==> config.mk <==
export PLATFORM = sky130hd
export DESIGN_NAME = arena_top_down_first_fit_allocator
export DESIGN_NICKNAME = d
export VERILOG_FILES = /design/src/hw/rtl/atdff_pkg.sv /design/src/hw/rtl/atdff_table.sv /design/src/hw/rtl/arena_top_down_first_fit_allocator.sv
export SDC_FILE = /design/constraint.sdc
export NUM_CORES = 1
export LEC_CHECK = 0
export BUFFER_PORTS_ARGS = -buffer_cell sky130_fd_sc_hd__buf_4
export CAP_MARGIN = 20
export CORE_AREA = 5 5 357 394
export DETAILED_ROUTE_END_ITERATION = 8
export DIE_AREA = 0 0 362 399
export PLACE_DENSITY = 0.6
export SLEW_MARGIN = 20
export SYNTH_ARGS = -nofsm -noshare
export SYNTH_HDL_FRONTEND = slang
export SYNTH_SLANG_ARGS = --single-unit
export TNS_END_PERCENT = 30
==> constraint.sdc <==
create_clock -name clk -period 7.4 [get_ports clk]
set_input_delay 1.11 -clock clk [delete_from_list [all_inputs] [get_ports clk]]
set_output_delay 1.11 -clock clk [all_outputs]
set_load 0.01 [all_outputs]
==> src/hw/rtl/atdff_pkg.sv <==
// Shared types, codes and default constants for the top-down first-fit allocator.
// Used by atdff_table and arena_top_down_first_fit_allocator; depends on nothing.
`timescale 1ns / 1ps
`default_nettype none

package atdff_pkg;

  // Fixed field widths.
  localparam int POS_BITS  = 16;
  localparam int NEED_BITS = POS_BITS + 1;

  // Defaults for the top-level parameters.
  localparam int DEF_MAX_LIVE_ALLOCS = 32;
  localparam int DEF_HEADER_BYTES    = 24;
  localparam int DEF_ALIGN_BYTES     = 8;
  localparam int DEF_OFFSET_BITS     = 16;

  // Reset value of the arena size register.
  localparam logic [POS_BITS-1:0] ARENA_RESET = 16'd4096;

  // Register index of the arena size register.
  localparam logic REG_ARENA_BYTES = 1'b0;

  // Request kinds.
  localparam logic MODE_ALLOC = 1'b0;
  localparam logic MODE_FREE  = 1'b1;

  typedef enum logic [2:0] {
    ST_OK         = 3'd0,
    ST_NO_SPACE   = 3'd1,
    ST_NOT_FOUND  = 3'd2,
    ST_TABLE_FULL = 3'd3,
    ST_ZERO_SIZE  = 3'd4
  } status_t;

  typedef enum logic [2:0] {
    S_CLEAR,
    S_IDLE,
    S_READ,
    S_CHECK,
    S_DIV_MUL,
    S_DIV_ALIGN,
    S_DONE
  } state_t;

  typedef enum logic [1:0] {
    PH_SLOT,
    PH_FIT,
    PH_FREE
  } phase_t;

  // One live allocation: block start and block end (exclusive).
  typedef struct packed {
    logic                valid;
    logic [POS_BITS-1:0] start_pos;
    logic [POS_BITS-1:0] end_pos;
  } entry_t;

  // Write request into the allocation table.
  typedef struct packed {
    logic   we;
    entry_t wdata;
  } tbl_wr_t;

endpackage

`default_nettype wire

==> src/hw/rtl/atdff_table.sv <==
// Allocation table memory: one write port and one registered read port.
// Depends on atdff_pkg for the entry and write request types.
`timescale 1ns / 1ps
`default_nettype none

module atdff_table
  import atdff_pkg::*;
#(
  parameter int DEPTH    = DEF_MAX_LIVE_ALLOCS,
  parameter int IDX_BITS = (DEPTH > 1) ? $clog2(DEPTH) : 1
) (
  input  wire logic                clk,
  input  wire tbl_wr_t             wr,
  input  wire logic [IDX_BITS-1:0] waddr,
  input  wire logic [IDX_BITS-1:0] raddr,
  output entry_t                   rdata
);

  entry_t mem [DEPTH];

  // Write port.
  always_ff @(posedge clk) begin
    if (wr.we) begin
      mem[waddr] <= wr.wdata;
    end
  end

  // Registered read port.
  always_ff @(posedge clk) begin
    rdata <= mem[raddr];
  end

endmodule

`default_nettype wire

==> src/hw/rtl/arena_top_down_first_fit_allocator.sv <==
// Top level of the top-down first-fit arena allocator: sequencer, APB register
// and the alignment unit. Depends on atdff_pkg and atdff_table.
`timescale 1ns / 1ps
`default_nettype none

// Usage:
// A request is taken on a rising edge where start is high and busy is low.
// mode 0 allocates request_size payload bytes, mode 1 frees payload_offset.
// Exactly one result follows: done is high for one cycle with status and
// result_offset valid. The receiver cannot hold results off.
// busy stays high from acceptance through the done cycle.
// Each table entry visited goes through a read step and a check step.
// A free with a null offset skips the scan; else it scans entries until the
// match (at most MAX_LIVE_ALLOCS).
// An allocate first scans for a free slot, then runs overlap passes over all
// MAX_LIVE_ALLOCS entries; every collision moves the candidate below the
// colliding block through the alignment multiplier. A pass that moved nothing
// ends the search; each live block moves the candidate at most once, so at
// most MAX_LIVE_ALLOCS passes run. With 32 entries the longest allocate has
// the last slot free and a move for each of 31 live blocks. After reset a
// clearing pass over all MAX_LIVE_ALLOCS entries invalidates the table while
// busy is high; arena_bytes returns to 4096 and APB writes are taken
// throughout.
module arena_top_down_first_fit_allocator
  import atdff_pkg::*;
#(
  parameter int MAX_LIVE_ALLOCS = DEF_MAX_LIVE_ALLOCS,
  parameter int HEADER_BYTES    = DEF_HEADER_BYTES,
  parameter int ALIGN_BYTES     = DEF_ALIGN_BYTES,
  parameter int OFFSET_BITS     = DEF_OFFSET_BITS
) (
  input  wire logic                clk,
  input  wire logic                rst,
  // Request channel.
  input  wire logic                start,
  output logic                     busy,
  input  wire logic                mode,
  input  wire logic [15:0]         request_size,
  input  wire logic [15:0]         payload_offset,
  // Result channel.
  output logic                     done,
  output logic [2:0]               status,
  output logic [15:0]              result_offset,
  // APB configuration port.
  input  wire logic                psel,
  input  wire logic                penable,
  input  wire logic                pwrite,
  input  wire logic [2:0]          paddr,
  input  wire logic [31:0]         pwdata,
  output logic [31:0]              prdata,
  output logic                     pready
);

  localparam int IDX_BITS   = (MAX_LIVE_ALLOCS > 1) ? $clog2(MAX_LIVE_ALLOCS) : 1;
  localparam int CMP_BITS   = (OFFSET_BITS < POS_BITS) ? OFFSET_BITS : POS_BITS;
  localparam int ALIGN_SH   = $clog2(ALIGN_BYTES);
  localparam int SH         = POS_BITS + ALIGN_SH;
  localparam int RECIP_BITS = SH + 1;
  localparam int PROD_BITS  = POS_BITS + RECIP_BITS;
  localparam int ALIGN_BITS = $clog2(ALIGN_BYTES + 1);
  localparam int ALGN_PBITS = POS_BITS + ALIGN_BITS;
  localparam longint unsigned RECIP =
    ((64'd1 << SH) + longint'(ALIGN_BYTES) - 64'd1) / longint'(ALIGN_BYTES);

  localparam logic [RECIP_BITS-1:0] RECIP_C = RECIP_BITS'(RECIP);
  localparam logic [ALIGN_BITS-1:0] ALIGN_C = ALIGN_BITS'(ALIGN_BYTES);
  localparam logic [NEED_BITS-1:0]  HDR_C   = NEED_BITS'(HEADER_BYTES);
  localparam logic [IDX_BITS-1:0]   LAST_IDX = IDX_BITS'(MAX_LIVE_ALLOCS - 1);

  // Control registers.
  state_t                state, state_next;
  phase_t                phase, phase_next;
  logic [IDX_BITS-1:0]   idx, idx_next;
  logic [IDX_BITS-1:0]   slot, slot_next;
  logic                  dirty, dirty_next;
  logic                  done_next;
  logic [POS_BITS-1:0]   arena_bytes;

  // Datapath registers.
  logic [POS_BITS-1:0]   pos, pos_next;
  logic [NEED_BITS-1:0]  needed, needed_next;
  logic [POS_BITS-1:0]   diff, diff_next;
  logic [POS_BITS-1:0]   quo, quo_next;
  logic [CMP_BITS-1:0]   want, want_next;
  status_t               status_q, status_next;
  logic [POS_BITS-1:0]   offset_q, offset_next;

  // Table interface.
  tbl_wr_t               wr;
  logic [IDX_BITS-1:0]   waddr;
  entry_t                rd;

  // Datapath terms.
  logic [PROD_BITS-1:0]  prod;
  logic [ALGN_PBITS-1:0] aligned;
  logic [NEED_BITS-1:0]  pos_hi;
  logic [NEED_BITS-1:0]  grant_sum;
  logic [NEED_BITS-1:0]  tag_sum;
  logic                  last;
  logic                  overlap;
  logic                  match;
  logic                  cfg_write;

  atdff_table #(
    .DEPTH    (MAX_LIVE_ALLOCS),
    .IDX_BITS (IDX_BITS)
  ) u_table (
    .clk   (clk),
    .wr    (wr),
    .waddr (waddr),
    .raddr (idx),
    .rdata (rd)
  );

  // Alignment unit: floor to a multiple of ALIGN_BYTES by reciprocal
  // multiplication, then scale back; one multiplier per sequencer step.
  assign prod    = PROD_BITS'(diff) * PROD_BITS'(RECIP_C);
  assign aligned = ALGN_PBITS'(quo) * ALGN_PBITS'(ALIGN_C);

  // Compare terms for the entry read from the table.
  assign pos_hi    = NEED_BITS'(pos) + needed;
  assign grant_sum = NEED_BITS'(pos) + HDR_C;
  assign tag_sum   = NEED_BITS'(rd.start_pos) + HDR_C;
  assign overlap   = rd.valid && (pos < rd.end_pos) && (pos_hi > NEED_BITS'(rd.start_pos));
  assign match     = rd.valid && (tag_sum[CMP_BITS-1:0] == want);
  assign last      = (idx == LAST_IDX);

  // Sequencer: next state and table requests.
  always_comb begin
    state_next  = state;
    phase_next  = phase;
    idx_next    = idx;
    slot_next   = slot;
    dirty_next  = dirty;
    done_next   = 1'b0;
    pos_next    = pos;
    needed_next = needed;
    diff_next   = diff;
    quo_next    = quo;
    want_next   = want;
    status_next = status_q;
    offset_next = offset_q;
    wr          = '0;
    waddr       = idx;

    case (state)
      S_CLEAR: begin
        wr.we = 1'b1;
        if (last) begin
          idx_next   = '0;
          state_next = S_IDLE;
        end else begin
          idx_next = idx + 1'b1;
        end
      end

      S_IDLE: begin
        if (start) begin
          needed_next = HDR_C + NEED_BITS'(request_size);
          want_next   = payload_offset[CMP_BITS-1:0];
          idx_next    = '0;
          offset_next = '0;
          if (mode == MODE_ALLOC) begin
            if (request_size == '0) begin
              status_next = ST_ZERO_SIZE;
              done_next   = 1'b1;
              state_next  = S_DONE;
            end else begin
              phase_next = PH_SLOT;
              state_next = S_READ;
            end
          end else begin
            if (payload_offset[CMP_BITS-1:0] == '0) begin
              status_next = ST_NOT_FOUND;
              done_next   = 1'b1;
              state_next  = S_DONE;
            end else begin
              phase_next = PH_FREE;
              state_next = S_READ;
            end
          end
        end
      end

      S_READ: begin
        state_next = S_CHECK;
      end

      S_CHECK: begin
        case (phase)
          // Look for the lowest free slot, then set up the first candidate.
          PH_SLOT: begin
            if (!rd.valid) begin
              slot_next = idx;
              if (needed > NEED_BITS'(arena_bytes)) begin
                status_next = ST_NO_SPACE;
                done_next   = 1'b1;
                state_next  = S_DONE;
              end else begin
                diff_next  = arena_bytes - needed[POS_BITS-1:0];
                idx_next   = '0;
                dirty_next = 1'b0;
                phase_next = PH_FIT;
                state_next = S_DIV_MUL;
              end
            end else if (last) begin
              status_next = ST_TABLE_FULL;
              done_next   = 1'b1;
              state_next  = S_DONE;
            end else begin
              idx_next   = idx + 1'b1;
              state_next = S_READ;
            end
          end

          // Check the candidate against each live block; on a collision drop below that
          // block and keep scanning, or end with no space if it cannot fit below it.
          PH_FIT: begin
            if (overlap) begin
              if (NEED_BITS'(rd.start_pos) < needed) begin
                status_next = ST_NO_SPACE;
                done_next   = 1'b1;
                state_next  = S_DONE;
              end else begin
                diff_next  = rd.start_pos - needed[POS_BITS-1:0];
                state_next = S_DIV_MUL;
                if (last) begin
                  idx_next   = '0;
                  dirty_next = 1'b0;
                end else begin
                  idx_next   = idx + 1'b1;
                  dirty_next = 1'b1;
                end
              end
            end else if (last) begin
              if (dirty) begin
                idx_next   = '0;
                dirty_next = 1'b0;
                state_next = S_READ;
              end else begin
                wr.we               = 1'b1;
                waddr               = slot;
                wr.wdata.valid      = 1'b1;
                wr.wdata.start_pos  = pos;
                wr.wdata.end_pos    = pos_hi[POS_BITS-1:0];
                status_next         = ST_OK;
                offset_next         = POS_BITS'(grant_sum[CMP_BITS-1:0]);
                done_next           = 1'b1;
                state_next          = S_DONE;
              end
            end else begin
              idx_next   = idx + 1'b1;
              state_next = S_READ;
            end
          end

          // Release the first live entry whose payload offset matches.
          PH_FREE: begin
            if (match) begin
              wr.we       = 1'b1;
              status_next = ST_OK;
              done_next   = 1'b1;
              state_next  = S_DONE;
            end else if (last) begin
              status_next = ST_NOT_FOUND;
              done_next   = 1'b1;
              state_next  = S_DONE;
            end else begin
              idx_next   = idx + 1'b1;
              state_next = S_READ;
            end
          end

          default: begin
            state_next = S_IDLE;
          end
        endcase
      end

      S_DIV_MUL: begin
        quo_next   = prod[SH +: POS_BITS];
        state_next = S_DIV_ALIGN;
      end

      S_DIV_ALIGN: begin
        pos_next   = aligned[POS_BITS-1:0];
        state_next = S_READ;
      end

      S_DONE: begin
        state_next = S_IDLE;
      end

      default: begin
        state_next = S_IDLE;
      end
    endcase
  end

  // Control state.
  always_ff @(posedge clk) begin
    if (rst) begin
      state <= S_CLEAR;
      phase <= PH_SLOT;
      idx   <= '0;
      slot  <= '0;
      dirty <= 1'b0;
      done  <= 1'b0;
    end else begin
      state <= state_next;
      phase <= phase_next;
      idx   <= idx_next;
      slot  <= slot_next;
      dirty <= dirty_next;
      done  <= done_next;
    end
  end

  // Datapath registers.
  always_ff @(posedge clk) begin
    pos      <= pos_next;
    needed   <= needed_next;
    diff     <= diff_next;
    quo      <= quo_next;
    want     <= want_next;
    status_q <= status_next;
    offset_q <= offset_next;
  end

  // APB register: arena size.
  assign cfg_write = psel && penable && pwrite && pready;

  always_ff @(posedge clk) begin
    if (rst) begin
      arena_bytes <= ARENA_RESET;
    end else if (cfg_write && (paddr[2] == REG_ARENA_BYTES)) begin
      arena_bytes <= pwdata[POS_BITS-1:0];
    end
  end

  assign prdata = (paddr[2] == REG_ARENA_BYTES) ? 32'(arena_bytes) : '0;
  assign pready = 1'b1;

  // Outputs.
  assign busy          = (state != S_IDLE);
  assign status        = status_q;
  assign result_offset = offset_q;

  // A result is shown for a single cycle only.
  assert property (@(posedge clk) disable iff (rst) done |=> !done)
    else $error("done held for more than one cycle");

  // An accepted request always makes the block busy on the next cycle.
  assert property (@(posedge clk) disable iff (rst) (start && !busy) |=> busy)
    else $error("accepted request did not raise busy");

  // Only a successful allocate returns a nonzero offset.
  assert property (@(posedge clk) disable iff (rst)
    done |-> (status == ST_OK) || (result_offset == '0))
    else $error("nonzero offset with a failing status");

  // The table is written only while a request or the clearing pass is active.
  assert property (@(posedge clk) disable iff (rst) wr.we |-> busy)
    else $error("table write while idle");

endmodule

`default_nettype wire
==> results by group <==
Synth
  • Synth top cells by count: edfxtp_1, mux4_2, nand2_1, nor2_1, ha_1
  • Top-area cell type share of the netlist area: roughly two thirds
  • Count leader, synth: edfxtp_1
  • Synth warn: 0
  • Netlist Area Pre-Place: around 46000 µm²
  • Top post-synthesis cells by area: edfxtp_1, mux4_2, dfxtp_1
  • Seq cells post-synth: ~1.1k
  • Register area share after synthesis: 71.3%
  • FFs w/ async S/R, synth: 0%
  • Mean Syn Cell Area: 18.7 µm²
  • Main flop type after synthesis: edfxtp_1
  • Post-synth EDFFs: between 1k and 1.5k
  • Unique masters post-synth: between 80 and 90
  • Synth area leader: edfxtp_1
  • Syn Inst Count: around 2.5k

Clock network
  • Root buffer cell: clkbuf_16
  • Clock sinks: 1111
  • Clk buf depth: 3
  • H-tree levels: 3
  • CTS clk-pin slew, worst paths: ~0.070 ns
  • Hold_buf cts: 0
  • CTS tree: built
  • Worst-Skew Late Latency: ~0.7 ns
  • Total CTS buffers: 113
  • Post-CTS Resized: 0
  • Post-CTS Setup Bufs: 0

Global route
  • Vias in the first global route: approximately 24k
  • GR Layer Usage met2: roughly a quarter
  • Initial antenna violation count: 4
  • First-pass GRT wire length: roughly 160000 µm
  • Met1 Use GR: around a fifth
  • Grt peak-use layer: met2
  • Gr usage total: between 10 and 15%
  • Met3 GRT Util: 2.79%
  • Total grt overflow: 0
  • Largest net degree at the start of global routing: roughly 140

Floorplan
  • Initial core utilization: around a third
  • Die height: between 300 and 400 µm
  • Die Wd: approximately 360 µm
  • # rows: 142
  • Die area: roughly 140000 µm²
  • Core area: 136000 µm²
  • Io pins: around 130

Outcome
  • Status: completed

Layout
  • # diodes: 0
  • Sequential Area: 32700 µm²
  • Fraction of layout cells with a size suffix above 1: between 20% and 30%
  • Finished Cell Area: about 53000 µm²
  • Filler instances: approximately 12k
  • Synthesis-to-layout area growth: 16.1%
  • Multi-input logic area: about 13000 µm²
  • Nets@finish: 2803

Timing
  • Measured slew at the worst slew-check pin: 0.964 ns
  • Max frequency: 0.151 GHz
  • RSZ-0062 raised after global routing: no
  • Fin. max-slew vios: 0
  • Final TNS setup: 0 ns
  • Final Critical Period: approximately 6.6 ns
  • Hold Fails Final Rpt: 0
  • Worst Skew: slightly below 0.06 ns
  • Fin crit share: approximately 89%
  • Rel. slew slack: 35.7%
  • Final Setup Violations: 0

Route
  • Wirelength, routed: ~110000 µm
  • DR vias: ~24k
  • Drt drc: 0
  • Routed len/inst: 24.0 µm
  • DR vias/cell: roughly 5.2
  • Number of iterations in the first detailed-routing pass: 5
  • Drt first-iter violations: between 2k and 2.5k
  • ANT nets after route: 0

Critical path
  • Setup crit start kind: register
  • Crit path kind: register to register
  • Arrival time worst endpoint: around 7 ns
  • Crit-path most repeated cell: a21oi_1
  • Cell Chain, Critical Path: ha_1 -> fa_1 -> a21o_1 -> a21oi_1 -> o21bai_1 -> a21oi_1 -> o21bai_1 -> a41o_1 -> o41ai_1 -> xnor2_1 -> ha_1 -> a2111oi_0 -> o21ai_0 -> a21oi_1 -> a211o_1 -> a41oi_4 -> or3_4 -> inv_4 -> nor3_4 -> nand3_4 -> o22ai_4 -> buf_12
  • CP peak stage delay: roughly 0.61 ns
  • CP required: roughly 8 ns
  • Critical path's top delay family: compound AO/OA/AOI/OAI gates
  • Worst setup EP type: register
  • Crit path buffers/inverters: 2
  • Worst path slowest cell: o22ai_4
  • CP Max Fanout: 55

Run
  • Max-Cap Viols: 0

Power
  • Sw Share: a little over a fifth
  • Logic pwr share: 5.2%
  • Clk pwr share: ~42%
  • PD cells: 248 nW/µm²
  • Peak supply drop: around 190 µV
  • Pint: around 10 mW
  • Sequential share of power: 52.5%
  • P_sw: 2.86 mW
  • Leakage Power: about 16 nW

Placement
  • Hpwl dp: about 67000 µm
  • PortBufs: 89
  • Routability cong.: ~0.85
  • Placed Instance Area: between 40000 and 50000 µm²

Hold path
  • Worst hold-check path type: register to register
-- cell families (layout without fill, tap and decap cells) --
family | after synthesis | in the layout | share of synthesized area, %
flops | 1111 | 1111 | 71.3
other cells | 2 | 20 | 0.0164
simple gates | 442 | 442 | 4.75
xor+xnor | 52 | 52 | 0.992
mux | 308 | 308 | 14.9
compound gates | 232 | 232 | 3.44
fa+ha+maj | 94 | 94 | 2.58
buf+inv | 220 | 472 | 2.04
-- stage by stage --
| step | hold slack (ns) | utilization (%) | power (mW) | setup WS, ns | std cells |
|---|---|---|---|---|---|
| after floorplan | 0.400 | - | 7.51 | 0.970 | 2479 |
| after global placement | 0.404 | 36.5 | 7.77 | 0.844 | 4320 |
| after detailed placement | 0.405 | 36.5 | 7.78 | 0.803 | 4320 |
| after CTS | 0.403 | 39.2 | 13.4 | 0.773 | 4531 |
| after global routing | 0.399 | 39.2 | 13.7 | 0.301 | 4531 |
| final | 0.410 | 39.2 | 13.2 | 0.781 | 4531 |
-- metal layers --
layer / part of all wire (%) / up-vias
met5: 0.045 / -
met4: 3.2 / 6
met3: 6.2 / 182
met2: 48 / 763
met1: 43 / 12400
li1: - / 10200
-- cell type report --
class,count,area share (%)
repair buffers,170,2.89
well taps,1800,4.23
inverters,91,0.650
flip-flops and latches,1111,61.4
multi-input cells,1148,23.9
clock buffers,141,5.68
clock inverters,70,1.23
-- layout by cell type, fill, tap and decap left out, types with 18 or more instances in the layout --
cell type,count
a21oi_1,57
and2_1,25
buf_12,21
buf_4,149
clkbuf_1,21
clkbuf_16,115
clkinv_1,18
clkinv_2,30
conb_1,20
dfxtp_1,59
edfxtp_1,1048
ha_1,93
inv_1,87
mux4_2,300
nand2_1,176
nand3_1,25
nor2_1,93
o21ai_0,43
o22ai_4,32
xnor2_1,26
xor2_1,26
-- state kept, by name (all words and copies together) (netlist names) --
name / flops
arena_bytes: 16
diff: 13
dirty: 1
done: 1
idx: 5
needed: 17
phase: 2
pos: 13
quo: 13
result_offset: 13
slot: 5
state: 3
status: 3
u_table.mem: 960
u_table.rdata: 30
want: 16
-- worst register-to-register path, cell delays in order (launching register included) --
cell       delay, ns
edfxtp_1        0.48
ha_1            0.29
fa_1            0.41
a21o_1          0.20
a21oi_1         0.24
o21bai_1        0.10
a21oi_1         0.23
o21bai_1        0.12
a41o_1          0.28
o41ai_1         0.33
xnor2_1         0.20
ha_1            0.21
a2111oi_0       0.06
o21ai_0         0.10
a21oi_1         0.06
a211o_1         0.34
a41oi_4         0.35
or3_4           0.38
inv_4           0.26
nor3_4          0.48
nand3_4         0.31
o22ai_4         0.61
buf_12          0.26
-- final timing paths --
check,from,to,slack (ns),cells past startpoint
worst max-delay path,pos[3],u_table.mem[26][26],0.78,22
worst min-delay path,quo[0],pos[3],0.41,0
worst max register to register,pos[3],u_table.mem[26][26],0.78,22
worst min register to register,quo[0],pos[3],0.41,0
-- power by group through the flow --
stage | sequential [mW] | clock [mW] | combinational (mW)
2_1_floorplan | 7.03 | 0 | 0.479
3_3_place_gp | 7.09 | 0 | 0.689
3_5_place_dp | 7.09 | 0 | 0.692
4_1_cts | 6.95 | 5.73 | 0.694
5_1_grt | 6.96 | 6.01 | 0.746
6_report | 6.95 | 5.60 | 0.683
No activity file was read; power rests on OpenSTA's default activity.
